## src/rtl/core/lmfe_pkg.sv

```systemverilog
// Shared types, codes and constants for the LIN master frame engine.
package lmfe_pkg;

    localparam int MAX_DATA_DEF = 8;

    localparam logic [7:0]  BREAK_BITS_RST   = 8'd13;
    localparam logic [15:0] TIMEOUT_BITS_RST = 16'd19200;
    localparam logic [7:0]  SYNC_BYTE        = 8'h55;

    // APB register map, byte addresses
    localparam int          APB_AW        = 3;
    localparam logic [2:0]  ADDR_BREAK    = 3'd0;
    localparam logic [2:0]  ADDR_TIMEOUT  = 3'd4;

    typedef enum logic [2:0] {
        OP_TICK  = 3'd0,
        OP_WRITE = 3'd1,
        OP_START = 3'd2,
        OP_FETCH = 3'd3,
        OP_READ  = 3'd4
    } t_op;

    typedef enum logic [1:0] {
        ST_WAIT    = 2'd0,
        ST_OK      = 2'd1,
        ST_TIMEOUT = 2'd2,
        ST_NOQUERY = 2'd3
    } t_status;

    typedef struct packed {
        logic [2:0] op;
        logic       rx_level;
        logic [7:0] pid;
        logic [3:0] response_length;
        logic [3:0] data_length;
        logic       with_data;
        logic [3:0] byte_index;
        logic [7:0] data_byte;
    } t_item;

    typedef struct packed {
        logic       tx_level;
        logic       accepted;
        logic [1:0] status;
        logic [7:0] pid_out;
        logic [3:0] length_out;
        logic [7:0] byte_out;
    } t_result;

    typedef struct packed {
        logic [7:0]  break_bits;
        logic [15:0] timeout_bits;
    } t_cfg;

endpackage

```

## src/rtl/core/lin_master_frame_engine.sv

```systemverilog
// LIN master frame engine top level: stream request/result channels and APB registers.
//
// Requests enter on s_axis: tuser carries the operation (tick, write tx byte,
// start frame, fetch status, read buffer byte), tdata carries the operands.
// Every request produces exactly one result on m_axis with the bus tx level
// after that request, the start acknowledge, fetch status, current PID,
// received length and read-back byte.
// Path: a request first lands in one input register stage, then the engine
// update moves its result into the output register that drives m_axis.
// Throughput is one request per cycle while m_axis does not stall; each tick
// request is one bit time and the per-bit work sits between those two registers.
// If m_axis stalls, the output register holds its result, the input stage
// keeps one more request, and s_axis_tready then drops until m_axis drains.
// The APB port sets break length and response timeout; write it only while
// the engine is idle. Reset (synchronous, active low) empties both stages,
// puts the engine in idle with the line recessive and loads register defaults.
module lin_master_frame_engine import lmfe_pkg::*; #(
    parameter int MAX_DATA = MAX_DATA_DEF
) (
    input  logic              i_clk,
    input  logic              i_rst_n,
    // request channel
    input  logic              s_axis_tvalid,
    output logic              s_axis_tready,
    // [0] rx_level, [8:1] pid, [12:9] response_length, [16:13] data_length,
    // [17] with_data, [21:18] byte_index, [29:22] data_byte, [31:30] zero
    input  logic [31:0]       s_axis_tdata,
    // [2:0] op
    input  logic [2:0]        s_axis_tuser,
    // result channel
    output logic              m_axis_tvalid,
    input  logic              m_axis_tready,
    // [0] tx_level, [1] accepted, [3:2] status, [11:4] pid_out,
    // [15:12] length_out, [23:16] byte_out
    output logic [23:0]       m_axis_tdata,
    // configuration
    input  logic              psel,
    input  logic              penable,
    input  logic              pwrite,
    input  logic [APB_AW-1:0] paddr,
    input  logic [31:0]       pwdata,
    output logic [31:0]       prdata,
    output logic              pready
);

    logic    r_in_vld;
    t_item   r_in_item;
    logic    r_out_vld;
    t_result r_out_res;
    t_result eng_res;
    t_cfg    cfg;
    logic    advance;
    logic    s_fire;

    assign advance       = r_in_vld & (~r_out_vld | m_axis_tready);
    assign s_axis_tready = ~r_in_vld | advance;
    assign s_fire        = s_axis_tvalid & s_axis_tready;

    always_ff @(posedge i_clk) begin
        if (!i_rst_n) begin
            r_in_vld  <= 1'b0;
            r_out_vld <= 1'b0;
        end else begin
            if (s_fire) begin
                r_in_vld <= 1'b1;
            end else if (advance) begin
                r_in_vld <= 1'b0;
            end
            if (advance) begin
                r_out_vld <= 1'b1;
            end else if (m_axis_tready) begin
                r_out_vld <= 1'b0;
            end
        end
    end

    always_ff @(posedge i_clk) begin
        if (s_fire) begin
            r_in_item.op              <= s_axis_tuser;
            r_in_item.rx_level        <= s_axis_tdata[0];
            r_in_item.pid             <= s_axis_tdata[8:1];
            r_in_item.response_length <= s_axis_tdata[12:9];
            r_in_item.data_length     <= s_axis_tdata[16:13];
            r_in_item.with_data       <= s_axis_tdata[17];
            r_in_item.byte_index      <= s_axis_tdata[21:18];
            r_in_item.data_byte       <= s_axis_tdata[29:22];
        end
        if (advance) begin
            r_out_res <= eng_res;
        end
    end

    lmfe_cfg_regs u_cfg_regs (
        .i_clk   (i_clk),
        .i_rst_n (i_rst_n),
        .psel    (psel),
        .penable (penable),
        .pwrite  (pwrite),
        .paddr   (paddr),
        .pwdata  (pwdata),
        .prdata  (prdata),
        .pready  (pready),
        .o_cfg   (cfg)
    );

    lmfe_engine #(
        .MAX_DATA (MAX_DATA)
    ) u_engine (
        .i_clk    (i_clk),
        .i_rst_n  (i_rst_n),
        .i_fire   (advance),
        .i_item   (r_in_item),
        .i_cfg    (cfg),
        .o_result (eng_res)
    );

    assign m_axis_tvalid = r_out_vld;
    assign m_axis_tdata  = {r_out_res.byte_out, r_out_res.length_out, r_out_res.pid_out,
                            r_out_res.status, r_out_res.accepted, r_out_res.tx_level};

endmodule

```

## src/rtl/core/lmfe_cfg_regs.sv

```systemverilog
// APB register block: break length and response timeout.
module lmfe_cfg_regs import lmfe_pkg::*; (
    input  logic              i_clk,
    input  logic              i_rst_n,
    input  logic              psel,
    input  logic              penable,
    input  logic              pwrite,
    input  logic [APB_AW-1:0] paddr,
    input  logic [31:0]       pwdata,
    output logic [31:0]       prdata,
    output logic              pready,
    output t_cfg              o_cfg
);

    logic [7:0]  r_break_bits;
    logic [15:0] r_timeout_bits;
    logic        wr_en;

    assign pready = 1'b1;
    assign wr_en  = psel & penable & pwrite;

    // only paddr[2] selects; low address bits are ignored
    always_ff @(posedge i_clk) begin
        if (!i_rst_n) begin
            r_break_bits   <= BREAK_BITS_RST;
            r_timeout_bits <= TIMEOUT_BITS_RST;
        end else if (wr_en) begin
            if (paddr[2] == ADDR_TIMEOUT[2]) begin
                r_timeout_bits <= pwdata[15:0];
            end else begin
                r_break_bits <= pwdata[7:0];
            end
        end
    end

    always_comb begin
        if (paddr[2] == ADDR_TIMEOUT[2]) begin
            prdata = {16'd0, r_timeout_bits};
        end else begin
            prdata = {24'd0, r_break_bits};
        end
    end

    assign o_cfg.break_bits   = r_break_bits;
    assign o_cfg.timeout_bits = r_timeout_bits;

endmodule

```

## src/rtl/core/lmfe_engine.sv

```systemverilog
// Frame sequencer and frame buffer: one request per cycle while i_fire is high, result is combinational.
module lmfe_engine import lmfe_pkg::*; #(
    parameter int MAX_DATA = MAX_DATA_DEF
) (
    input  logic    i_clk,
    input  logic    i_rst_n,
    input  logic    i_fire,
    input  t_item   i_item,
    input  t_cfg    i_cfg,
    output t_result o_result
);

    localparam int         DEPTH   = MAX_DATA + 1;
    localparam int         AW      = (DEPTH > 1) ? $clog2(DEPTH) : 1;
    localparam logic [3:0] MAX_IDX = 4'(MAX_DATA);
    localparam logic [3:0] MAX_LEN = 4'(MAX_DATA + 1);

    typedef enum logic [2:0] {
        PH_IDLE  = 3'd0,
        PH_BREAK = 3'd1,
        PH_DATA  = 3'd2,
        PH_WAIT  = 3'd3,
        PH_RECV  = 3'd4,
        PH_DONE  = 3'd5,
        PH_TOUT  = 3'd6
    } t_phase;

    t_phase      r_phase, n_phase;
    logic [7:0]  r_bit_cnt, n_bit_cnt;
    logic [7:0]  r_shift, n_shift;
    logic [3:0]  r_ptr, n_ptr;
    logic [3:0]  r_flen, n_flen;
    logic [3:0]  r_exp, n_exp;
    logic [15:0] r_wait, n_wait;
    logic        r_line, n_line;
    logic [7:0]  r_pid, n_pid;

    // data bytes only; sync and PID positions live outside the array
    logic [7:0]  mem [DEPTH];
    logic          mem_we;
    logic [AW-1:0] mem_wa;
    logic [7:0]    mem_wd;

    logic [3:0]  ptr_inc;
    logic [3:0]  rd_sel;
    logic [3:0]  rd_off;
    logic [7:0]  tx_byte;
    logic [3:0]  rx_off;
    logic [7:0]  rx_shift;
    logic [7:0]  rx_cnt;
    logic [7:0]  rd_out;

    assign ptr_inc  = r_ptr + 4'd1;
    assign rx_shift = {i_item.rx_level, r_shift[7:1]};
    assign rx_cnt   = r_bit_cnt + 8'd1;
    assign rx_off   = r_ptr - 4'd2;

    // next transmit byte: current pointer on break end, next pointer after a stop bit
    assign rd_sel = (r_phase == PH_DATA) ? ptr_inc : r_ptr;
    assign rd_off = rd_sel - 4'd2;

    always_comb begin
        if (rd_sel == 4'd0) begin
            tx_byte = SYNC_BYTE;
        end else if (rd_sel == 4'd1) begin
            tx_byte = r_pid;
        end else if (rd_off <= MAX_IDX) begin
            tx_byte = mem[rd_off[AW-1:0]];
        end else begin
            tx_byte = 8'd0;
        end
    end

    assign rd_out = (i_item.byte_index <= MAX_IDX) ? mem[i_item.byte_index[AW-1:0]] : 8'd0;

    always_comb begin
        n_phase   = r_phase;
        n_bit_cnt = r_bit_cnt;
        n_shift   = r_shift;
        n_ptr     = r_ptr;
        n_flen    = r_flen;
        n_exp     = r_exp;
        n_wait    = r_wait;
        n_line    = r_line;
        n_pid     = r_pid;
        mem_we    = 1'b0;
        mem_wa    = '0;
        mem_wd    = '0;
        o_result  = '0;

        case (i_item.op)
            OP_TICK: begin
                case (r_phase)
                    PH_BREAK: begin
                        if (r_bit_cnt == 8'd0) begin
                            n_line = 1'b0;
                        end else if (r_bit_cnt == i_cfg.break_bits) begin
                            n_line = 1'b1;
                        end
                        if (r_bit_cnt >= i_cfg.break_bits) begin
                            n_phase   = PH_DATA;
                            n_bit_cnt = 8'd0;
                            n_shift   = tx_byte;
                        end else begin
                            n_bit_cnt = rx_cnt;
                        end
                    end
                    PH_DATA: begin
                        if (r_bit_cnt == 8'd0) begin
                            n_line = 1'b0;
                        end else if (r_bit_cnt < 8'd9) begin
                            n_line  = r_shift[0];
                            n_shift = {1'b0, r_shift[7:1]};
                        end else begin
                            n_line = 1'b1;
                        end
                        if (r_bit_cnt < 8'd9) begin
                            n_bit_cnt = rx_cnt;
                        end else begin
                            n_bit_cnt = 8'd0;
                            n_ptr     = ptr_inc;
                            if (ptr_inc >= r_flen) begin
                                if (r_exp == 4'd0) begin
                                    n_phase = PH_DONE;
                                end else begin
                                    n_ptr   = 4'd2;
                                    n_phase = PH_WAIT;
                                    n_wait  = 16'd0;
                                end
                            end else begin
                                n_shift = tx_byte;
                            end
                        end
                    end
                    PH_WAIT: begin
                        // a start bit wins over a timeout on the same tick
                        if (!i_item.rx_level) begin
                            n_phase   = PH_RECV;
                            n_bit_cnt = 8'd0;
                            n_shift   = 8'd0;
                        end else if (i_cfg.timeout_bits != 16'd0) begin
                            if (r_wait >= i_cfg.timeout_bits) begin
                                n_phase = PH_TOUT;
                            end else begin
                                n_wait = r_wait + 16'd1;
                            end
                        end
                    end
                    PH_RECV: begin
                        n_shift   = rx_shift;
                        n_bit_cnt = rx_cnt;
                        if (rx_cnt >= 8'd8) begin
                            n_bit_cnt = 8'd0;
                            if (rx_off <= MAX_IDX) begin
                                mem_we = 1'b1;
                                mem_wa = rx_off[AW-1:0];
                                mem_wd = rx_shift;
                            end
                            n_ptr = ptr_inc;
                            if (ptr_inc >= 4'd2 && (ptr_inc - 4'd2) < r_exp) begin
                                n_phase = PH_WAIT;
                                n_wait  = 16'd0;
                            end else begin
                                n_phase = PH_DONE;
                            end
                        end
                    end
                    default: ;
                endcase
            end
            OP_WRITE: begin
                if (r_phase == PH_IDLE && i_item.byte_index <= MAX_IDX) begin
                    mem_we = 1'b1;
                    mem_wa = i_item.byte_index[AW-1:0];
                    mem_wd = i_item.data_byte;
                end
            end
            OP_START: begin
                if (r_phase == PH_IDLE && i_item.response_length <= MAX_LEN &&
                    i_item.data_length <= MAX_LEN) begin
                    o_result.accepted = 1'b1;
                    n_pid     = i_item.pid;
                    n_ptr     = 4'd0;
                    n_bit_cnt = 8'd0;
                    n_phase   = PH_BREAK;
                    if (i_item.with_data) begin
                        n_flen = 4'd2 + i_item.data_length;
                        n_exp  = 4'd0;
                    end else begin
                        n_flen = 4'd2;
                        n_exp  = i_item.response_length;
                    end
                end
            end
            OP_FETCH: begin
                case (r_phase)
                    PH_DONE: begin
                        o_result.status     = ST_OK;
                        o_result.length_out = r_exp;
                        n_phase             = PH_IDLE;
                    end
                    PH_TOUT: begin
                        o_result.status = ST_TIMEOUT;
                        n_phase         = PH_IDLE;
                    end
                    PH_IDLE: o_result.status = ST_NOQUERY;
                    default: o_result.status = ST_WAIT;
                endcase
            end
            OP_READ: begin
                o_result.byte_out = rd_out;
            end
            default: ;
        endcase

        o_result.tx_level = n_line;
        o_result.pid_out  = n_pid;
    end

    always_ff @(posedge i_clk) begin
        if (!i_rst_n) begin
            r_phase   <= PH_IDLE;
            r_bit_cnt <= 8'd0;
            r_shift   <= 8'd0;
            r_ptr     <= 4'd0;
            r_flen    <= 4'd0;
            r_exp     <= 4'd0;
            r_wait    <= 16'd0;
            r_line    <= 1'b1;
            r_pid     <= 8'd0;
        end else if (i_fire) begin
            r_phase   <= n_phase;
            r_bit_cnt <= n_bit_cnt;
            r_shift   <= n_shift;
            r_ptr     <= n_ptr;
            r_flen    <= n_flen;
            r_exp     <= n_exp;
            r_wait    <= n_wait;
            r_line    <= n_line;
            r_pid     <= n_pid;
        end
    end

    always_ff @(posedge i_clk) begin
        if (i_fire && mem_we) begin
            mem[mem_wa] <= mem_wd;
        end
    end

endmodule
```

## config.mk

```make
export PLATFORM = sky130hd
export DESIGN_NAME = lin_master_frame_engine
export DESIGN_NICKNAME = d
export VERILOG_FILES = /design/src/rtl/core/lmfe_pkg.sv /design/src/rtl/core/lin_master_frame_engine.sv /design/src/rtl/core/lmfe_cfg_regs.sv /design/src/rtl/core/lmfe_engine.sv
export SDC_FILE = /design/constraint.sdc
export NUM_CORES = 1
export LEC_CHECK = 0
export ABC_AREA = 1
export BUFFER_PORTS_ARGS = -buffer_cell sky130_fd_sc_hd__buf_2
export CAP_MARGIN = 20
export CORE_MARGIN = 5
export CORE_UTILIZATION = 53
export DETAILED_ROUTE_END_ITERATION = 8
export PLACE_DENSITY = 0.76
export SLEW_MARGIN = 20
export SYNTH_ARGS = -nofsm -noshare
export SYNTH_HDL_FRONTEND = slang
export SYNTH_SLANG_ARGS = --single-unit
```

## constraint.sdc

```tcl
create_clock -name i_clk -period 3 [get_ports i_clk]
set_input_delay 0 -clock i_clk [delete_from_list [all_inputs] [get_ports i_clk]]
set_output_delay 0 -clock i_clk [all_outputs]
set_load 0.05 [all_outputs]
```

* Word-level counts from Yosys, hierarchy flattened
Memories as Yosys holds them, arrays and structs flattened. A register that Yosys moved wholly into a read port is not among the register bits.
Cells that the tools add are included.
** Word-level totals
- Register bits after elaboration :: 131
- Bits in writable memories :: 72
- Input port bits :: 77
- Output and inout bits :: 59
- Word-level logic and storage cells :: 197
- Memories kept :: 1
** Cells by class
- $add $sub $neg :: 7
- Order comparisons :: 12
- Eq/ne operators :: 33
- Mux-type cells :: 80
- Bitwise operators :: 9
- Reduce and logical (&&, ||, !) cells :: 29
** Memories
- u_engine.mem :: depth 9, bits a word 8, rd ports 2, clocked after memory_dff 1, write ports 1, line lmfe_engine.sv:39 : logic [7:0] mem [DEPTH];
** Operator list (count)
- 2-to-1 mux 8 bit :: 19
- 2-to-1 mux 16 bit :: 9
- one-hot mux 8 bit (4 select lines) :: 2
- 2-to-1 mux 4 bit :: 12
- one-hot mux 16 bit (3 select lines) :: 1
- 2-to-1 mux 3 bit :: 11
- one-hot mux 8 bit (2 select lines) :: 2
- one-hot mux 4 bit (2 select lines) :: 3
- AND reduction 11 bit :: 2
- less-or-equal comparator 4 bit, second input constant :: 5
- adder 16 x 1 -> 16 bit, second input constant :: 1
- >= comparator 16 bit :: 1
- 2-to-1 mux 1 bit :: 16
- nonzero test 16 bit :: 1
- != test 2 bit, second input constant :: 7
- == test 3 x 2 -> 1 bit, second input constant :: 4
- == test 3 bit, second input constant :: 4
- one-hot mux 3 bit (4 select lines) :: 1
- subtractor 4 x 2 -> 4 bit, second input constant :: 3
- != test 2 x 1 -> 1 bit, second input constant :: 5
- AND reduction 5 bit :: 2
- != test 3 bit, second input constant :: 3
- one-hot mux 3 bit (3 select lines) :: 1
- adder 8 x 1 -> 8 bit, second input constant :: 1
- 32 further kinds :: 54

* Longest topological paths before layout
Gate-level depths: netlist of run 1.
- Word-level depth :: 10
- Depth in mapped cells :: 19
- Mapped depth without buffers :: 18

* Hierarchy
Synthesis of run 1 repeated with hierarchy kept, for this count alone.
** Unflattened totals
- Cell total of the unflattened synthesis :: 1443
- Area total of the unflattened synthesis :: 11492.3 µm²
** Modules (own cells, without submodules)
- lmfe_engine :: instances 1, cells each 1172, area an instance 8413.1 µm², sequential area each 3283.1 µm²
- lin_master_frame_engine :: instances 1, cells each 70, area an instance 1806.7 µm², sequential area each 1751.7 µm²
- lmfe_cfg_regs :: instances 1, cells each 201, area an instance 1272.5 µm², sequential area each 480.5 µm²

* Worst setup path after synthesis of run 1
Ideal clock, no wire load.
- Path type :: reg2reg
- From :: register u_engine.r_ptr[0]
- To :: register u_engine.r_wait[9]
- Setup time :: 119 ps
- Data arrival time :: 2701 ps
- Required time :: 2881 ps
- Setup slack :: 180 ps
- Cell stages (with the launch flop) :: 16
- Path buffers :: 2
- Period minus slack after synthesis :: 2820 ps
- Cell sequence :: dfxtp_1 > buf_2 > inv_1 > ha_1 > ha_1 > xor2_1 > ha_1 > a21oi_1 > o221ai_1 > nand2_1 > nand2_2 > nor2_4 > nand2_2 > buf_2 > nor3b_1 > nor2_1
** On the way
- Word-level cells in the longest chain between the ends :: 6
- Elaborated cells on any way between the ends :: 9
- Classes of those cells :: 2 x add/sub; 3 x order compare; 2 x eq/ne; 2 x reduce/logical
** RTL lines
- start: declaration :: line lmfe_engine.sv:31 : logic [3:0] r_ptr, n_ptr;
- start signal: assignment :: line lmfe_engine.sv:235 : r_ptr <= n_ptr;
- adder 4 x 1 -> 4 bit (*) :: line lmfe_engine.sv:53 : assign ptr_inc = r_ptr + 4'd1;
- subtractor 4 x 2 -> 4 bit :: line lmfe_engine.sv:160 : if (ptr_inc >= 4'd2 && (ptr_inc - 4'd2) < r_exp) begin
- less-than comparator 4 bit :: line lmfe_engine.sv:160
- logical AND 1 bit :: line lmfe_engine.sv:160
- != test 2 x 1 -> 1 bit (no line)
- AND reduction 11 bit (no line) (*)
- end signal: assignment :: line lmfe_engine.sv:238 : r_wait <= n_wait;
- end: declaration :: line lmfe_engine.sv:34 : logic [15:0] r_wait, n_wait;
Every way passes the cells marked *; elsewhere a longest branch is shown, timed or not.
A chain may end at the register's enable or synchronous reset.

* Worst setup path in the final report of run 1
- From :: register u_engine.r_ptr[1]
- To :: register u_engine.r_wait[4]
The elaborated chain is that of the path after synthesis.

==> summary.txt, run 1 <==
Status
  • Outcome: finished clean

Pwr
  • Max IR drop VDD: 0.3950 mV
  • Power per cell area: 487.7 nW/um^2
  • Leakage: 5.751 nW

Synth
  • Synthesized cell area: 11520 sq um
  • Post-Synth Simple-Gate Area: 22.22%
  • Combinational family with the most area after synthesis: simple AND/OR/NAND/NOR gates
  • Mux contribution to synthesized area: 0%
  • Synth cell types: 52
  • XOR/XNOR Fraction of Synth Area: 1.227%
  • Top cell type's share of synthesized area: 33.63%
  • Gate count after technology mapping: 1392
  • Adder and majority gate portion of the synthesized area: 4.670%
  • Top_reg_cell synth: edfxtp_1
  • Syn avg cell area: 8.276 sq um
  • Number of synthesized register bits: 211
  • Yosys top cell by area: edfxtp_1
  • Ys async rst share: 0%
  • Yosys Warn Count: 0
  • Compound-gate portion of the synthesized area: 14.81%
  • Top cells by area, synth: edfxtp_1 (34%), dfxtp_1 (14%), nand2_1 (8.9%)
  • Post-synth EDFFs: 129
  • Sequential-to-total area share from yosys stat: 47.88%

Setup path
  • Critical Path AT: 3230 ps
  • Register-to-Register Path Depth: 12
  • Max incr delay on CP: 460 ps
  • R2r endpoint: u_engine.r_wait[4]$_SDFFE_PN0P_
  • R2r startpoint: u_engine.r_ptr[1]$_SDFFE_PN0P_
  • Critical path launch point type: register
  • Critical-path cell list: ha_2, ha_1, xor2_1, ha_1, a21oi_1, o221ai_1, nand2_1, nand2_2, nor2_4, nand2_8, nor3b_1, nor2_1
  • Slowest cell on crit path: dfxtp_1
  • Critical Path RT: 3410 ps
  • Crit Path Category: reg -> reg
  • R2R Setup Slk: 180 ps
  • Endpoint type of the worst setup path: register
  • Worst-path maximum fanout: 21
  • Most used cell, CP: ha_1

Clocking
  • H-tree depth: 1
  • Clock latency on the worst-skew pair: 530 ps
  • Longest Clk Path Bufs: 3
  • CTS Buf Count: 23
  • Clock Root Buffer: clkbuf_16
  • CTS tree: built
  • Worst-path clk slew: 60 ps
  • # clock sinks: 211

Drt
  • Via-to-Cell Ratio: 5.569
  • Routed len/inst: 17.08 microns
  • Detail Route Antenna Nets: 0
  • Detailed-route DRC error count: 0
  • First DRT Iteration DRCs: 1174
  • Via Count: 10414
  • Drt total wl: 31940 microns
  • Pre-antenna DRT Iters: 7

Timing
  • Final TNS setup: 0 ps
  • Slew HR: 29.65%
  • Final period utilization: 94.14%
  • Final Max Tran Viols: 0
  • FMAX: 354.1 MHz
  • Tightest Pin Transition: 1044 ps
  • RSZ-0062 raised after global routing: false
  • Final setup viols: 0
  • Fin crit period: 2824 ps
  • Hold Fails Final Rpt: 0
  • Worst Skew: 18.66 ps

Global routing
  • Gr usage total: 25.28%
  • First-pass GRT wire length: 50310 microns
  • Largest net degree at the start of global routing: 42
  • Gr busiest metal: met2
  • Met1 usage: 34.59%
  • M3 GR Usage: 5.554%
  • Initial antenna violation count: 0
  • Number of global-route vias before repair: 9866
  • Met2 GRT Util: 40.18%
  • Remaining Overflow, GRT: 0

Min path
  • Hold Path Origin: i_rst_n
  • Worst hold path depth: 4
  • HP Class: in -> reg
  • Hold Path End: u_engine.r_pid[5]$_SDFFE_PN0P_

Die
  • Rows: 54
  • Die W: 157.4 microns
  • Die Span Y: 157.4 microns
  • Core area: 21620 sq um
  • Die area: 24780 sq um
  • Initial cell density of the core: 53.28%
  • IO Pins: 136

Final layout
  • Fill count: 1736
  • ANT cells: 0
  • Final instance area: 13760 sq um
  • Share of cells above drive strength 1: 14.97%
  • Area grow syn2layout: 19.46%
  • Nets: 1693
  • FF+latch area: 5515 sq um
  • Fin cells: 1870
  • Area of the multi-input gates: 5039 sq um

Placement
  • Cell count after placement: 1766
  • DPL Wire Length: 21550 microns
  • Placed cell area: 12370 sq um
  • Placer Congestion: 0.9188
  • Port Buf Inserts: 98

Job
  • Max capacitance violation total: 0
## report_power, final
part           leakage [nW]  internal (mW)  total [mW]  switching [mW]
Sequential             2.02           3.13        3.16          0.0346
Combinational          3.36          0.236       0.757           0.521
Clock                 0.372           1.61        2.79            1.18
## logic make-up (layout without fill, tap and decap cells)
| kind of cell | after synthesis | in the layout |
|---|---|---|
| other | 2 | 17 |
| flip-flops | 211 | 211 |
| buffers and inverters | 236 | 419 |
| adder cells (fa/ha/maj) | 43 | 43 |
| AO/OA/AOI/OAI | 308 | 308 |
| AND/OR/NAND/NOR | 578 | 578 |
| XOR/XNOR | 14 | 14 |
## cells in the final DEF (no fill, tap or decap), drive strengths merged, types with 3 or more instances in the layout
cell,instances
o21a,3
nor4,6
nor2,146
nand3b,3
o21ai,136
xnor2,4
inv,167
clkbuf,30
nand2,283
nand3,99
o22ai,8
a21oi,126
edfxtp,129
dfxtp,82
a211oi,6
nand4,20
buf,151
ha,43
dlygate4sd3,58
clkinv,11
xor2,10
o211ai,17
nor3,12
nor3b,5
conb,17
or2,4
a31oi,4
## state kept, by name, summed over array words and instances (netlist names), 8 cells and up
name                       flops
m_axis_tdata                  24
u_engine.r_shift               8
u_engine.r_bit_cnt             8
u_cfg_regs.r_timeout_bits     16
u_engine.mem                  72
r_in_item                     33
u_engine.r_wait               16
u_engine.r_pid                 8
u_cfg_regs.r_break_bits        8
## per-layer routing
metal	routed length [microns]	vias up
met5	0	-
met4	944	0
met3	3123	85
met2	14610	524
met1	13270	4775
li1	-	5030
## what timing repair did
action / in CTS / in global routing
setup endpoints to repair: 0 / 25
hold buffers: 58 / 0
resized for setup: 0 / 6
setup buffers: 0 / 2
hold endpoints to repair: 59 / 0
## metrics by stage
step                      total power [mW]  hold slack [ps]  utilization [%]  setup WS [ps]
after global placement               3.887            176.5            57.20          167.6
after CTS                            6.714            16.16            63.34          16.96
after floorplan                      3.722            98.87                -          180.5
final                                6.712            38.41            63.65          175.9
after detailed placement             3.900            178.1            57.20          64.53
after global routing                 6.938            53.58            63.65          1.232
## area by class of cell
cell class | count | share of cell area (%)
multi-input cells | 960 | 36.61
clock buffers | 30 | 4.673
well taps | 280 | 2.546
flip-flops and latches | 211 | 40.08
inverters | 168 | 4.600
repair buffers | 209 | 10.73
clock inverters | 12 | 0.7637
## cells in the mapped netlist (3+ instances only)
| master | instances |
|---|---|
| a211oi_1 | 6 |
| a21oi_1 | 120 |
| a21oi_2 | 6 |
| a31oi_1 | 4 |
| buf_2 | 4 |
| buf_4 | 20 |
| buf_6 | 7 |
| clkbuf_1 | 32 |
| dfxtp_1 | 82 |
| edfxtp_1 | 129 |
| ha_1 | 43 |
| inv_1 | 159 |
| inv_2 | 6 |
| nand2_1 | 272 |
| nand2_2 | 8 |
| nand2_4 | 3 |
| nand3_1 | 96 |
| nand3b_1 | 3 |
| nand4_1 | 19 |
| nor2_1 | 138 |
| nor2_2 | 3 |
| nor2_4 | 5 |
| nor3_1 | 9 |
| nor3_2 | 3 |
| nor3b_1 | 5 |
| nor4_1 | 5 |
| o211ai_1 | 17 |
| o21a_1 | 3 |
| o21ai_0 | 132 |
| o21ai_4 | 3 |
| o22ai_1 | 8 |
| or2_2 | 4 |
| xnor2_1 | 4 |
| xor2_1 | 9 |
## worst max-delay path: cells and delay by family, from the launching register on
family	cells	cell delay, ps
adders and majority gates	3	910
and+or+nand+nor	6	840
DFF	1	460
AOI/OAI and AO/OA	2	340
xor gates and xnor gates	1	160
## worst max path at each step
stage,start,end,cells past startpoint
2_1_floorplan,u_engine.r_ptr[0]$_SDFFE_PN0P_,u_engine.r_wait[9]$_SDFFE_PN0P_,15
3_3_place_gp,u_engine.r_ptr[0]$_SDFFE_PN0P_,u_engine.r_wait[9]$_SDFFE_PN0P_,13
3_5_place_dp,u_engine.r_ptr[0]$_SDFFE_PN0P_,u_engine.r_wait[15]$_SDFFE_PN0P_,13
4_1_cts,u_engine.r_ptr[0]$_SDFFE_PN0P_,u_engine.r_wait[15]$_SDFFE_PN0P_,13
5_1_grt,u_engine.r_ptr[0]$_SDFFE_PN0P_,u_engine.r_wait[15]$_SDFFE_PN0P_,15
6_report,u_engine.r_ptr[1]$_SDFFE_PN0P_,u_engine.r_wait[4]$_SDFFE_PN0P_,12
No activity file was read; power rests on OpenSTA's default activity.
==> run 2: changes to the inputs <==
- ABC_AREA: 1 -> unset
- PLACE_DENSITY: 0.76 -> 0.77
==> summary.txt, run 2 <==
Timing
  • PnR worst setup slack: -47.35 ps
  • Hold WS: 52.10 ps
  • FMAX: 328.2 MHz
  • Final setup viols: 7
  • Final TNS setup: -228.1 ps
  • Hold Fails Final Rpt: 0
  • Final period utilization: 101.6%
  • Worst Skew: 21.98 ps
  • RSZ-0062 raised after global routing: true
  • Final Max Tran Viols: 0
  • Fin crit period: 3047 ps
  • Slew HR: 38.80%
  • Tightest Pin Transition: 918.0 ps

Drt
  • Detail Route Antenna Nets: 0
  • First DRT Iteration DRCs: 688
  • Via Count: 9503
  • Detailed-route DRC error count: 0
  • Via-to-Cell Ratio: 5.921
  • Routed len/inst: 18.97 microns
  • Pre-antenna DRT Iters: 5
  • Drt total wl: 30440 microns

Final layout
  • Share of cells above drive strength 1: 23.78%
  • Final instance area: 13950 sq um
  • Max reg flops: 72
  • Area grow syn2layout: 23.98%
  • Leading cell type in the layout, fill and taps excluded: nand2_1
  • Most frequent cells in the layout: nand2_1 (161), edfxtp_1 (129), buf_2 (98)
  • Most flop-heavy register: u_engine.mem
  • Nets: 1431
  • Core Util, Final: 66.59%

Setup path
  • Endpoint type of the worst setup path: register
  • Crit Path Category: reg -> reg
  • Critical Path RT: 3460 ps
  • Critical path launch point type: register
  • Critical Path AT: 3510 ps
  • Register-to-Register Path Depth: 13
  • Worst-path maximum fanout: 12

Pwr
  • Power per cell area: 467.7 nW/um^2
  • Max IR drop VDD: 0.3299 mV
  • Leakage: 5.426 nW

Synth
  • Top cells by count, synth: nand2_1 (161), edfxtp_1 (129), a21oi_1 (89)
  • Ys async rst share: 0%
  • Top cells by area, synth: edfxtp_1 (34%), dfxtp_1 (15%), nand2_1 (5.4%)
  • Top cell type's share of synthesized area: 34.42%
  • Yosys top cell by area: edfxtp_1
  • Gate count after technology mapping: 1092
  • Number of synthesized register bits: 211
  • Synthesized cell area: 11260 sq um
  • Syn avg cell area: 10.31 sq um
  • Synth cell types: 90
  • Post-synth EDFFs: 129
  • Count leader, synth: nand2_1
  • Yosys Warn Count: 0
  • Top_reg_cell synth: edfxtp_1
  • Sequential-to-total area share from yosys stat: 49.00%

Clocking
  • CTS tree: built
  • # clock sinks: 211
  • Longest Clk Path Bufs: 3
  • H-tree depth: 1
  • Clock Root Buffer: clkbuf_16
  • Clock latency on the worst-skew pair: 530 ps
  • CTS Buf Count: 24
  • Worst-path clk slew: 70 ps

Global routing
  • Gr busiest metal: met2
  • Met2 GRT Util: 44.00%
  • M3 GR Usage: 3.745%
  • First-pass GRT wire length: 48730 microns
  • Gr usage total: 24.84%
  • Number of global-route vias before repair: 9641
  • Met1 usage: 30.31%
  • Largest net degree at the start of global routing: 46
  • Initial antenna violation count: 0
  • Remaining Overflow, GRT: 0

Job
  • Max capacitance violation total: 0

Status
  • Outcome: finished, violations left
  • Violated checks: setup timing

Die
  • Core area: 20960 sq um
  • Die area: 24250 sq um
  • Die W: 155.7 microns
  • Rows: 53
  • Initial cell density of the core: 53.71%
  • Die Span Y: 155.7 microns
  • IO Pins: 136

Min path
  • Worst hold path depth: 5
  • HP Class: in -> reg

Placement
  • Port Buf Inserts: 98
  • Placer Congestion: 0.9278
  • DPL Wire Length: 21310 microns
  • Place WS: -64.83 ps
  • Placed cell area: 12450 sq um
==> run 2: changes by cell type after synthesis, moves of 13 or more <==
cell	delta
nand2_1	-111
inv_1	-105
o21ai_0	-83
nand3_1	-77
nor2_1	-60
a21oi_1	-31
mux2i_1	+26
mux4_2	+26
o31ai_1	+17
a22o_1	+15
nand4_1	-14
nor2b_1	+13
==> run 2: what timing repair did <==
item,in CTS,in global routing
pin swaps,0,2
hold buffers,58,0
resized for setup,0,21
cloned,0,0
setup endpoints to repair,7,62
hold endpoints to repair,64,0
setup buffers,0,7
==> run 2: cell type report <==
cell class / count / area [sq um]
clock inverters: 9 / 63.81
diodes: 1 / 2.502
fillers: 1598 / 7000
inverters: 59 / 221.5
flip-flops and latches: 211 / 5525
well taps: 275 / 344.1
repair buffers: 251 / 1822
multi-input cells: 764 / 5284
clock buffers: 35 / 691.9
==> run 2: report_power, final <==
group | switching, mW | leakage [nW] | internal [mW] | total [mW]
Combinational | 0.374 | 3.05 | 0.207 | 0.581
Clock | 1.19 | 0.367 | 1.60 | 2.79
Sequential | 0.0327 | 2.01 | 3.12 | 3.15
==> run 2: worst paths after layout <==
kind                            slack [ps]                                     from                                         to
worst max register to register         -50           u_engine.r_ptr[0]$_SDFFE_PN0P_           u_engine.r_wait[14]$_SDFFE_PN0P_
worst max-delay path                   -50           u_engine.r_ptr[0]$_SDFFE_PN0P_           u_engine.r_wait[14]$_SDFFE_PN0P_
worst min register to register         460  u_cfg_regs.r_break_bits[5]$_SDFFE_PN0P_    u_cfg_regs.r_break_bits[5]$_SDFFE_PN0P_
worst min-delay path                    50                                   pwrite  u_cfg_regs.r_timeout_bits[2]$_SDFFE_PN0P_
==> run 2: layer usage <==
layer / routed length [microns] / part of all wire, %
met5: 0 / 0
met1: 11510 / 38
met2: 15270 / 50
met3: 2439 / 8.0
met4: 1225 / 4.0
==> run 2: through the flow <==
stage / power, mW / std cells
2_1_floorplan: 3.571 / 1107
3_3_place_gp: 3.706 / 1495
3_5_place_dp: 3.714 / 1495
4_1_cts: 6.513 / 1597
5_1_grt: 6.715 / 1604
6_report: 6.526 / 1605
==> run 2: critical path, cell delays in order (launching register included) <==
cell	delay, ps
dfxtp_4	370
ha_4	150
xor2_2	170
inv_1	60
ha_1	270
inv_1	40
ha_1	260
o21a_1	170
o311a_1	150
a211oi_4	250
o21ai_2	120
a211o_4	340
or4_1	510
a21oi_1	140
==> run 2: cells by family after synthesis <==
| kind of cell | after synthesis | synth area share (%) |
|---|---|---|
| other | 2 | 0.06672 |
| AO/OA/AOI/OAI | 264 | 15.65 |
| XOR/XNOR | 14 | 1.223 |
| adder cells (fa/ha/maj) | 43 | 4.780 |
| multiplexers | 58 | 8.115 |
| flip-flops | 211 | 49.00 |
| buffers and inverters | 132 | 5.636 |
| AND/OR/NAND/NOR | 368 | 15.53 |
